File: src/hw/rtl/dpsp_pkg.sv
// Shared types and constants of the dual pedal sensor plausibility check.
package dpsp_pkg;

	localparam int MARGIN_W = 12;
	localparam int DZ_W     = 11;
	localparam int TORQUE_W = 15;
	localparam int CAUSE_W  = 2;
	localparam int IDX_W    = 3;

	typedef enum logic [CAUSE_W-1:0] {
		CAUSE_NONE     = 2'd0,
		CAUSE_A_RANGE  = 2'd1,
		CAUSE_B_RANGE  = 2'd2,
		CAUSE_DISAGREE = 2'd3
	} cause_t;

	typedef enum logic [IDX_W-1:0] {
		REG_A_MIN     = 3'd0,
		REG_A_MAX     = 3'd1,
		REG_B_MIN     = 3'd2,
		REG_B_MAX     = 3'd3,
		REG_MARGIN    = 3'd4,
		REG_DEAD_ZONE = 3'd5,
		REG_FULL      = 3'd6,
		REG_AGREE     = 3'd7
	} reg_idx_t;

	// Whether a sensor's torque comes from the divider, and its torque when it does not.
	typedef struct packed {
		logic                use_div;
		logic [TORQUE_W-1:0] snap;
	} lane_t;

	typedef struct packed {
		cause_t cause;
		lane_t  lane;
	} ctl_t;

endpackage

File: src/hw/rtl/dpsp_in_if.sv
// Stream channel carrying one pair of raw pedal sensor samples.
interface dpsp_in_if #(parameter int ADC_BITS = 12) ();
	logic                valid;
	logic                ready;
	logic [ADC_BITS-1:0] sample_a;
	logic [ADC_BITS-1:0] sample_b;

	modport source(output valid, sample_a, sample_b, input ready);
	modport sink(input valid, sample_a, sample_b, output ready);
endinterface

File: src/hw/rtl/dpsp_out_if.sv
// Stream channel carrying one torque request word with its fault status.
interface dpsp_out_if ();
	logic        valid;
	logic        ready;
	logic [14:0] torque_request;
	logic        fault;
	logic [1:0]  fault_cause;

	modport source(output valid, torque_request, fault, fault_cause, input ready);
	modport sink(input valid, torque_request, fault, fault_cause, output ready);
endinterface

File: src/hw/rtl/dual_pedal_sensor_plausibility.sv
// Top level of the dual pedal sensor plausibility check.
// Each accepted word holds one pair of raw pedal sensor readings and yields one
// result word after passing through one register stage for the range check and dead
// zone classification, one for the scaling multiply, fifteen for the divider
// that resolves one quotient bit per stage, and the result register. A new pair
// is taken every cycle; the whole pipeline holds while the result register is
// full and not taken, so samples.ready follows results.ready in the same cycle.
// Calibration registers are written through cfg_we, cfg_idx and cfg_data and
// must only change while no word is in flight.
module dual_pedal_sensor_plausibility #(
	parameter int ADC_BITS = 12
) (
	input  logic                  clk,
	input  logic                  arst_n,
	input  logic                  cfg_we,
	input  dpsp_pkg::reg_idx_t    cfg_idx,
	input  logic [((ADC_BITS > dpsp_pkg::TORQUE_W) ? ADC_BITS : dpsp_pkg::TORQUE_W)-1:0]
	                              cfg_data,
	dpsp_in_if.sink               samples,
	dpsp_out_if.source            results
);
	import dpsp_pkg::*;

	localparam int NUM_W = ADC_BITS + TORQUE_W;
	localparam int CTL_W = $bits(ctl_t);
	localparam int LANE_W = $bits(lane_t);
	localparam logic [ADC_BITS-1:0] RESET_MAX = ADC_BITS'(4095);

	logic [ADC_BITS-1:0] a_min_q;
	logic [ADC_BITS-1:0] a_max_q;
	logic [ADC_BITS-1:0] b_min_q;
	logic [ADC_BITS-1:0] b_max_q;
	logic [MARGIN_W-1:0] margin_q;
	logic [DZ_W-1:0]     dead_zone_q;
	logic [TORQUE_W-1:0] full_q;
	logic [TORQUE_W-1:0] agree_q;

	logic                adv;
	logic                vld_s2;
	logic [NUM_W-1:0]    num_a_s2;
	logic [NUM_W-1:0]    num_b_s2;
	logic [ADC_BITS-1:0] den_a_s2;
	logic [ADC_BITS-1:0] den_b_s2;
	ctl_t                ctl_a_s2;
	lane_t               lane_b_s2;
	logic                div_vld_a;
	logic                div_vld_b;
	logic [TORQUE_W-1:0] quo_a;
	logic [TORQUE_W-1:0] quo_b;
	logic [CTL_W-1:0]    tag_a;
	logic [LANE_W-1:0]   tag_b;

	always_ff @(posedge clk or negedge arst_n) begin
		if (!arst_n) begin
			a_min_q     <= '0;
			a_max_q     <= RESET_MAX;
			b_min_q     <= '0;
			b_max_q     <= RESET_MAX;
			margin_q    <= '0;
			dead_zone_q <= '0;
			full_q      <= '0;
			agree_q     <= '0;
		end else if (cfg_we) begin
			unique case (cfg_idx)
				REG_A_MIN:     a_min_q     <= cfg_data[ADC_BITS-1:0];
				REG_A_MAX:     a_max_q     <= cfg_data[ADC_BITS-1:0];
				REG_B_MIN:     b_min_q     <= cfg_data[ADC_BITS-1:0];
				REG_B_MAX:     b_max_q     <= cfg_data[ADC_BITS-1:0];
				REG_MARGIN:    margin_q    <= cfg_data[MARGIN_W-1:0];
				REG_DEAD_ZONE: dead_zone_q <= cfg_data[DZ_W-1:0];
				REG_FULL:      full_q      <= cfg_data[TORQUE_W-1:0];
				REG_AGREE:     agree_q     <= cfg_data[TORQUE_W-1:0];
				default: ;
			endcase
		end
	end

	assign adv           = !results.valid || results.ready;
	assign samples.ready = adv;

	dpsp_front #(.ADC_BITS(ADC_BITS)) u_front (
		.clk         (clk),
		.arst_n      (arst_n),
		.adv         (adv),
		.in_vld      (samples.valid),
		.sample_a    (samples.sample_a),
		.sample_b    (samples.sample_b),
		.a_min       (a_min_q),
		.a_max       (a_max_q),
		.b_min       (b_min_q),
		.b_max       (b_max_q),
		.margin      (margin_q),
		.dead_zone   (dead_zone_q),
		.full_torque (full_q),
		.vld_s2      (vld_s2),
		.num_a_s2    (num_a_s2),
		.den_a_s2    (den_a_s2),
		.ctl_a_s2    (ctl_a_s2),
		.num_b_s2    (num_b_s2),
		.den_b_s2    (den_b_s2),
		.lane_b_s2   (lane_b_s2)
	);

	dpsp_div #(.NUM_W(NUM_W), .DEN_W(ADC_BITS), .Q_W(TORQUE_W), .TAG_W(CTL_W)) u_div_a (
		.clk     (clk),
		.arst_n  (arst_n),
		.adv     (adv),
		.in_vld  (vld_s2),
		.in_num  (num_a_s2),
		.in_den  (den_a_s2),
		.in_tag  (ctl_a_s2),
		.out_vld (div_vld_a),
		.out_quo (quo_a),
		.out_tag (tag_a)
	);

	dpsp_div #(.NUM_W(NUM_W), .DEN_W(ADC_BITS), .Q_W(TORQUE_W), .TAG_W(LANE_W)) u_div_b (
		.clk     (clk),
		.arst_n  (arst_n),
		.adv     (adv),
		.in_vld  (vld_s2),
		.in_num  (num_b_s2),
		.in_den  (den_b_s2),
		.in_tag  (lane_b_s2),
		.out_vld (div_vld_b),
		.out_quo (quo_b),
		.out_tag (tag_b)
	);

	dpsp_back u_back (
		.clk         (clk),
		.arst_n      (arst_n),
		.adv         (adv),
		.vld         (div_vld_a),
		.quo_a       (quo_a),
		.ctl_a       (ctl_t'(tag_a)),
		.quo_b       (quo_b),
		.lane_b      (lane_t'(tag_b)),
		.agree_limit (agree_q),
		.results     (results)
	);

	// Both divider lanes carry the same words in lockstep.
	a_lanes_in_step: assert property (@(posedge clk) disable iff (!arst_n)
		div_vld_a == div_vld_b)
		else $error("divider lanes out of step");

	// A word at the divider output is not dropped while the pipeline holds.
	a_hold_keeps_word: assert property (@(posedge clk) disable iff (!arst_n)
		(div_vld_a && !adv) |=> div_vld_a)
		else $error("word lost in divider during stall");

	// The fault flag and the cause code agree, and a fault carries no torque.
	a_fault_consistent: assert property (@(posedge clk) disable iff (!arst_n)
		results.valid |-> ((results.fault == (results.fault_cause != CAUSE_NONE))
			&& (!results.fault || (results.torque_request == '0))))
		else $error("fault flag, cause and torque disagree");

	// An accepted pair always leaves a word in the first stage.
	a_accept_enters: assert property (@(posedge clk) disable iff (!arst_n)
		(samples.valid && samples.ready) |=> u_front.vld_s1 == 1'b1)
		else $error("accepted word did not enter the pipeline");

endmodule

File: src/hw/rtl/dpsp_front.sv
// Range check, dead zone classification and scaling multiply for both sensors.
module dpsp_front #(
	parameter int ADC_BITS = 12
) (
	input  logic                          clk,
	input  logic                          arst_n,
	input  logic                          adv,
	input  logic                          in_vld,
	input  logic [ADC_BITS-1:0]           sample_a,
	input  logic [ADC_BITS-1:0]           sample_b,
	input  logic [ADC_BITS-1:0]           a_min,
	input  logic [ADC_BITS-1:0]           a_max,
	input  logic [ADC_BITS-1:0]           b_min,
	input  logic [ADC_BITS-1:0]           b_max,
	input  logic [dpsp_pkg::MARGIN_W-1:0] margin,
	input  logic [dpsp_pkg::DZ_W-1:0]     dead_zone,
	input  logic [dpsp_pkg::TORQUE_W-1:0] full_torque,
	output logic                          vld_s2,
	output logic [ADC_BITS+dpsp_pkg::TORQUE_W-1:0] num_a_s2,
	output logic [ADC_BITS-1:0]           den_a_s2,
	output dpsp_pkg::ctl_t                ctl_a_s2,
	output logic [ADC_BITS+dpsp_pkg::TORQUE_W-1:0] num_b_s2,
	output logic [ADC_BITS-1:0]           den_b_s2,
	output dpsp_pkg::lane_t               lane_b_s2
);
	import dpsp_pkg::*;

	localparam int RW    = ((ADC_BITS > MARGIN_W) ? ADC_BITS : MARGIN_W) + 1;
	localparam int DW    = ((ADC_BITS > DZ_W) ? ADC_BITS : DZ_W) + 1;
	localparam int NUM_W = ADC_BITS + TORQUE_W;

	function automatic logic out_of_range(input logic [ADC_BITS-1:0] lo,
			input logic [ADC_BITS-1:0] hi, input logic [ADC_BITS-1:0] x,
			input logic [MARGIN_W-1:0] m);
		logic hi_bad;
		logic lo_bad;
		hi_bad = RW'(x) > (RW'(hi) + RW'(m));
		lo_bad = (RW'(lo) > RW'(m)) && (RW'(x) < (RW'(lo) - RW'(m)));
		return hi_bad || lo_bad;
	endfunction

	function automatic lane_t classify(input logic [ADC_BITS-1:0] lo,
			input logic [ADC_BITS-1:0] hi, input logic [ADC_BITS-1:0] x,
			input logic [DZ_W-1:0] dz, input logic [TORQUE_W-1:0] ft);
		lane_t r;
		logic  below;
		logic  above;
		below = DW'(x) < (DW'(lo) + DW'(dz));
		above = (DW'(x) + DW'(dz)) > DW'(hi);
		r.use_div = !below && !above && (hi > lo);
		r.snap    = (!below && above) ? ft : '0;
		return r;
	endfunction

	logic                vld_s1;
	cause_t              cause_s1;
	lane_t               lane_a_s1;
	lane_t               lane_b_s1;
	logic [ADC_BITS-1:0] diff_a_s1;
	logic [ADC_BITS-1:0] diff_b_s1;
	logic [ADC_BITS-1:0] span_a_s1;
	logic [ADC_BITS-1:0] span_b_s1;
	cause_t              cause_d;

	always_comb begin
		if (out_of_range(a_min, a_max, sample_a, margin)) begin
			cause_d = CAUSE_A_RANGE;
		end else if (out_of_range(b_min, b_max, sample_b, margin)) begin
			cause_d = CAUSE_B_RANGE;
		end else begin
			cause_d = CAUSE_NONE;
		end
	end

	always_ff @(posedge clk or negedge arst_n) begin
		if (!arst_n) begin
			vld_s1 <= 1'b0;
			vld_s2 <= 1'b0;
		end else if (adv) begin
			vld_s1 <= in_vld;
			vld_s2 <= vld_s1;
		end
	end

	always_ff @(posedge clk) begin
		if (adv) begin
			cause_s1  <= cause_d;
			lane_a_s1 <= classify(a_min, a_max, sample_a, dead_zone, full_torque);
			lane_b_s1 <= classify(b_min, b_max, sample_b, dead_zone, full_torque);
			diff_a_s1 <= sample_a - a_min;
			diff_b_s1 <= sample_b - b_min;
			span_a_s1 <= a_max - a_min;
			span_b_s1 <= b_max - b_min;

			num_a_s2       <= NUM_W'(diff_a_s1) * NUM_W'(full_torque);
			num_b_s2       <= NUM_W'(diff_b_s1) * NUM_W'(full_torque);
			den_a_s2       <= span_a_s1;
			den_b_s2       <= span_b_s1;
			ctl_a_s2.cause <= cause_s1;
			ctl_a_s2.lane  <= lane_a_s1;
			lane_b_s2      <= lane_b_s1;
		end
	end

endmodule

File: src/hw/rtl/dpsp_div.sv
// Pipelined restoring divider that resolves one quotient bit per stage.
module dpsp_div #(
	parameter int NUM_W = 27,
	parameter int DEN_W = 12,
	parameter int Q_W   = 15,
	parameter int TAG_W = 1
) (
	input  logic             clk,
	input  logic             arst_n,
	input  logic             adv,
	input  logic             in_vld,
	input  logic [NUM_W-1:0] in_num,
	input  logic [DEN_W-1:0] in_den,
	input  logic [TAG_W-1:0] in_tag,
	output logic             out_vld,
	output logic [Q_W-1:0]   out_quo,
	output logic [TAG_W-1:0] out_tag
);

	logic             vld_s [Q_W+1];
	logic [NUM_W-1:0] rem_s [Q_W];
	logic [DEN_W-1:0] den_s [Q_W];
	logic [Q_W-1:0]   quo_s [Q_W+1];
	logic [TAG_W-1:0] tag_s [Q_W+1];

	assign vld_s[0] = in_vld;
	assign rem_s[0] = in_num;
	assign den_s[0] = in_den;
	assign quo_s[0] = '0;
	assign tag_s[0] = in_tag;

	// The quotient is known to fit in Q_W bits, so stage i tries the divisor
	// shifted by Q_W-i places.
	for (genvar i = 1; i <= Q_W; i++) begin : g_stage
		logic [NUM_W-1:0] dsh;
		logic             ge;

		assign dsh = NUM_W'(den_s[i-1]) << (Q_W - i);
		assign ge  = rem_s[i-1] >= dsh;

		always_ff @(posedge clk or negedge arst_n) begin
			if (!arst_n) begin
				vld_s[i] <= 1'b0;
			end else if (adv) begin
				vld_s[i] <= vld_s[i-1];
			end
		end

		always_ff @(posedge clk) begin
			if (adv) begin
				quo_s[i] <= {quo_s[i-1][Q_W-2:0], ge};
				tag_s[i] <= tag_s[i-1];
			end
		end

		if (i < Q_W) begin : g_carry
			always_ff @(posedge clk) begin
				if (adv) begin
					rem_s[i] <= ge ? (rem_s[i-1] - dsh) : rem_s[i-1];
					den_s[i] <= den_s[i-1];
				end
			end
		end
	end

	assign out_vld = vld_s[Q_W];
	assign out_quo = quo_s[Q_W];
	assign out_tag = tag_s[Q_W];

endmodule

File: src/hw/rtl/dpsp_back.sv
// Agreement check between the two torques and the result word register.
module dpsp_back (
	input  logic                          clk,
	input  logic                          arst_n,
	input  logic                          adv,
	input  logic                          vld,
	input  logic [dpsp_pkg::TORQUE_W-1:0] quo_a,
	input  dpsp_pkg::ctl_t                ctl_a,
	input  logic [dpsp_pkg::TORQUE_W-1:0] quo_b,
	input  dpsp_pkg::lane_t               lane_b,
	input  logic [dpsp_pkg::TORQUE_W-1:0] agree_limit,
	dpsp_out_if.source                    results
);
	import dpsp_pkg::*;

	logic [TORQUE_W-1:0] ta;
	logic [TORQUE_W-1:0] tb;
	logic [TORQUE_W-1:0] gap;
	cause_t              cause_d;

	assign ta  = ctl_a.lane.use_div ? quo_a : ctl_a.lane.snap;
	assign tb  = lane_b.use_div ? quo_b : lane_b.snap;
	assign gap = (ta > tb) ? (ta - tb) : (tb - ta);

	always_comb begin
		if (ctl_a.cause != CAUSE_NONE) begin
			cause_d = ctl_a.cause;
		end else if (gap > agree_limit) begin
			cause_d = CAUSE_DISAGREE;
		end else begin
			cause_d = CAUSE_NONE;
		end
	end

	always_ff @(posedge clk or negedge arst_n) begin
		if (!arst_n) begin
			results.valid <= 1'b0;
		end else if (adv) begin
			results.valid <= vld;
		end
	end

	always_ff @(posedge clk) begin
		if (adv) begin
			results.torque_request <= (cause_d == CAUSE_NONE) ? ta : '0;
			results.fault          <= cause_d != CAUSE_NONE;
			results.fault_cause    <= cause_d;
		end
	end

endmodule
File: src/flat_wrapper.sv
// flat-port wrapper written by rule: the top's interface ports become plain ports
module dual_pedal_sensor_plausibility_flat import dpsp_pkg::*;
#(
	parameter int ADC_BITS = 12
)
  (clk, arst_n, cfg_we, cfg_idx, cfg_data, samples_valid, samples_sample_a, samples_sample_b, samples_ready, results_valid, results_torque_request, results_fault, results_fault_cause, results_ready);
  dpsp_in_if #(.ADC_BITS(ADC_BITS)) samples_i ();
  dpsp_out_if results_i ();
  input  logic clk;
  input  logic arst_n;
  input  logic cfg_we;
  input  dpsp_pkg::reg_idx_t cfg_idx;
  input  logic [((ADC_BITS > dpsp_pkg::TORQUE_W) ? ADC_BITS : dpsp_pkg::TORQUE_W)-1:0] cfg_data;
  input wire logic [$bits(samples_i.valid)-1:0] samples_valid;
  input wire logic [$bits(samples_i.sample_a)-1:0] samples_sample_a;
  input wire logic [$bits(samples_i.sample_b)-1:0] samples_sample_b;
  output wire logic [$bits(samples_i.ready)-1:0] samples_ready;
  output wire logic [$bits(results_i.valid)-1:0] results_valid;
  output wire logic [$bits(results_i.torque_request)-1:0] results_torque_request;
  output wire logic [$bits(results_i.fault)-1:0] results_fault;
  output wire logic [$bits(results_i.fault_cause)-1:0] results_fault_cause;
  input wire logic [$bits(results_i.ready)-1:0] results_ready;
  assign samples_i.valid = samples_valid;
  assign samples_i.sample_a = samples_sample_a;
  assign samples_i.sample_b = samples_sample_b;
  assign samples_ready = samples_i.ready;
  assign results_valid = results_i.valid;
  assign results_torque_request = results_i.torque_request;
  assign results_fault = results_i.fault;
  assign results_fault_cause = results_i.fault_cause;
  assign results_i.ready = results_ready;
  dual_pedal_sensor_plausibility #(.ADC_BITS(ADC_BITS)) u_core (.clk(clk), .arst_n(arst_n), .cfg_we(cfg_we), .cfg_idx(cfg_idx), .cfg_data(cfg_data), .samples(samples_i), .results(results_i));
endmodule
File: config.mk
export PLATFORM = sky130hd
export DESIGN_NAME = dual_pedal_sensor_plausibility_flat
export DESIGN_NICKNAME = d
export VERILOG_FILES = /design/src/hw/rtl/dpsp_pkg.sv /design/src/hw/rtl/dpsp_in_if.sv /design/src/hw/rtl/dpsp_out_if.sv /design/src/hw/rtl/dual_pedal_sensor_plausibility.sv /design/src/hw/rtl/dpsp_front.sv /design/src/hw/rtl/dpsp_div.sv /design/src/hw/rtl/dpsp_back.sv /design/src/flat_wrapper.sv
export SDC_FILE = /design/constraint.sdc
export NUM_CORES = 2
export LEC_CHECK = 0
export ABC_AREA = 1
export BUFFER_PORTS_ARGS = -buffer_cell sky130_fd_sc_hd__buf_2
export CAP_MARGIN = 20
export CORE_UTILIZATION = 53
export DETAILED_ROUTE_END_ITERATION = 10
export PLACE_DENSITY = 0.66
export SLEW_MARGIN = 20
export SYNTH_ARGS = -nofsm -noshare
export SYNTH_HDL_FRONTEND = slang
export SYNTH_SLANG_ARGS = --single-unit
export TNS_END_PERCENT = 10
File: constraint.sdc
create_clock -name clk -period 125.8 [get_ports clk]
set_input_delay 6.29 -clock clk [delete_from_list [all_inputs] [get_ports clk]]
set_output_delay 6.29 -clock clk [all_outputs]
set_load 0.03 [all_outputs]
==> qor.yml <==
die:
  dieArea_sq_mm: 0.232
  io-pin-count: 67
  start_util_pct: 53.5
  coreArea_sq_mm: 0.228
  rows: 175
  die_y_microns: 482
  die_x_microns: 482
drt:
  vias: 83200
  route.detailed.drc: 0
  firstDrtPassIters: 8
  vias_per_cell: 5.31
  drt_iter0_drc: 6230
  wl_mm: 286
  post_drt_wl_per_cell_microns: 18.3
  drtAntennaViolNets: 0
clock_network:
  cts-root-buf: "clkbuf_16"
  cts_max_level: 4
  postCtsSetupRepairBufs: 0
  clock-sinks: 2173
  cts_inserted_buffers: 223
  path_clk_slew_ns: 0.06
  cts_tree: "done"
  clk_path_buf_depth: 3
  ctsHoldBuffers: 0
  clock_latency_ns: 0.90
  cts_resized: 0
worst_setup_path:
  worst_setup_path_end_kind: "primary output"
  worst-r2r-setup-slack_ns: 119.80
  cp.arrival_ns: 7.09
  reg2reg_from: "u_core.u_div_b.out_tag[15]$_DFFE_PP_"
  reg2reg_to: "u_core.u_back.results.torque_request[0]$_SDFFCE_PP0P_"
  required_ns: 119.51
  crit_type: "in -> out"
  r2r_cells: 25
  worst_setup_path_start_kind: "primary input"
  critPathMaxFanout: 35
global_routing:
  grt_overflow_total: 0
  grt_pass1_wl_mm: 448
  grt_start_max_net_pins: 208
  grt_use_total_pct: 24.6
  antenna_found_initial: 9
  grt_pass1_vias: 82000
sta:
  finClkSkew_ns: 0.126
  relSlewSlack_pct: 25.0
  layout_min_cycle_time_ns: 13.38
  rsz0062_at_grt: "false"
  period_share_pct: 10.6
  setup_violations: 0
  finalHoldViolations: 0
  setup_tns_ns: 0
  final-max-slew-violation-count: 0
  worst_pin_slew_ns: 1.13
  max_freq_mhz: 74.7
cells_and_area:
  fillCellCount: 19400
  multi_input_area_sq_mm: 0.0490
  layout_commonest_cell: "nand2_1"
  seqCellArea_sq_mm: 0.0647
  area_growth_pct: 9.22
  layout_common_cells: "nand2_1, edfxtp_1, inv_1, nor2_1, ha_1"
  final_net_count: 13600
  drive_gt1_share_pct: 5.80
yosys:
  avgSynthCellArea_sq_um: 9.92
  syn_nets: 13400
  synth_edf_count: 2054
  synth-seq-cells: 2173
  synthArstFlopShare_pct: 5.48
  ys.flop_type: "edfxtp_1"
  yosysSeqAreaShare_pct: 53.0
  ys_warn_count: 0
  yosysUniqueCellTypes: 63
  syn_inst: 12300
  synth_area_sq_mm: 0.122
placement:
  hpwl_mm: 221
  gp_congestion: 0.922
  io_buffer_count: 66
run_status:
  status: "complete, no violations"
hold_path:
  holdCritStartpoint: "u_core.u_front.lane_a_s1[12]$_SDFFCE_PN0P_"
  hold_class: "reg -> reg"
  hold_end: "u_core.u_front.ctl_a_s2[12]$_DFFE_PP_"
  hold_path_depth: 0
run:
  cap_violations: 0
flip-flops by register name, summed over array words and instances, names as in the netlist, 18 cells and up:
| signal | flops |
|---|---|
| u_core.u_front.num_a_s2 | 27 |
| u_core.u_div_b.quo_s | 105 |
| u_core.u_front.ctl_a_s2 | 18 |
| u_core.u_div_b.tag_s | 224 |
| u_core.u_div_a.quo_s | 105 |
| u_core.u_div_a.tag_s | 252 |
| u_core.u_div_b.rem_s | 378 |
| u_core.u_div_a.rem_s | 378 |
| u_core.u_div_a.out_tag | 18 |
| u_core.u_div_a.den_s | 168 |
| u_core.u_div_b.den_s | 168 |
| u_core.u_front.num_b_s2 | 27 |
synthesized netlist by cell type, types with 6 or more instances:
master	n	area share, %
nand2_1	3003	9.2
a21oi_1	629	2.6
nand2_2	27	0.14
nand4_1	116	0.59
nor3_1	143	0.59
nor3b_1	6	0.037
ha_1	764	7.8
fa_1	302	5.0
xnor2_1	216	1.6
dfstp_2	24	0.52
buf_2	27	0.11
clkbuf_1	94	0.29
o21ai_2	55	0.39
o21bai_1	57	0.35
o21ai_1	56	0.23
nor4_1	43	0.22
nand3_1	482	2.0
mux2_2	14	0.13
inv_1	1941	6.0
inv_2	13	0.040
nor2_1	872	2.7
xor2_1	246	1.8
edfxtp_1	2054	51
o21a_1	18	0.11
a21boi_0	17	0.10
and2_1	11	0.056
dfrtp_1	95	1.9
nand2_4	8	0.074
buf_6	35	0.32
o21ai_0	568	2.3
a31oi_1	16	0.082
a21oi_2	41	0.29
a21o_1	55	0.34
nor2_2	22	0.11
or2_2	24	0.12
buf_4	11	0.068
nor2_4	10	0.092
nand3b_1	91	0.56
and3_1	11	0.056
o2111ai_1	6	0.043
o211ai_1	20	0.12
nand3_2	14	0.11
worst max path at each step:
stage	startpoint	to	cells past startpoint
5_1_grt	results_ready	samples_ready	4
4_1_cts	results_ready	samples_ready	4
3_3_place_gp	results_ready	samples_ready	4
2_1_floorplan	results_ready	u_core.u_div_a.vld_s[12]$_DFFE_PN0P_	4
3_5_place_dp	results_ready	samples_ready	4
6_report	results_ready	samples_ready	4
worst max-delay path, cell delays in order:
cell and delay (ns):
buf_2 0.07, inv_1 0.05, nand2_4 0.37, buf_2 0.29
per-stage QoR:
| step | hold slack [ns] | instance area (sq um) | instances | setup WS (ns) | utilization, % |
|---|---|---|---|---|---|
| floorplan | 0.400 | 122000 | 12300 | 56.82 | - |
| global placement | 0.401 | 126000 | 15200 | 112.36 | 55.0 |
| detailed placement | 0.405 | 126000 | 15200 | 112.37 | 55.0 |
| CTS | 0.301 | 133000 | 15700 | 112.37 | 58.4 |
| global route | 0.307 | 133000 | 15700 | 112.36 | 58.4 |
| finish | 0.315 | 133000 | 15700 | 112.42 | 58.4 |
metal layers:
metal	wire [microns]	up-vias	global-route usage, %
met5	12	-	0
met4	7570	2	6.98
met3	11500	450	2.63
met2	135000	1852	40.9
met1	132000	39700	34.3
li1	-	41200	-
logic make-up after synthesis:
logic type                 Yosys count  share of synthesized area [%]
buffers and inverters             2132                           6.88
and+or+nand+nor                   4893                           16.8
DFF                               2173                           53.0
muxes                               15                          0.137
AOI/OAI and AO/OA                 1556                           7.12
xor gates and xnor gates           462                           3.32
adders and majority gates         1066                           12.8
final cells by class:
type | instances | area share, %
sequential | 2173 | 48.5
multi-input combinational | 7992 | 36.7
inverter | 1956 | 5.51
clock buffer | 266 | 4.36
tap | 3009 | 2.82
clock inverter | 152 | 1.43
timing repair buffer | 115 | 0.602
antenna | 2 | 0.00375
Power is not shown: default switching activity piles up to over one toggle a cycle in this logic, so the estimate is an artifact.
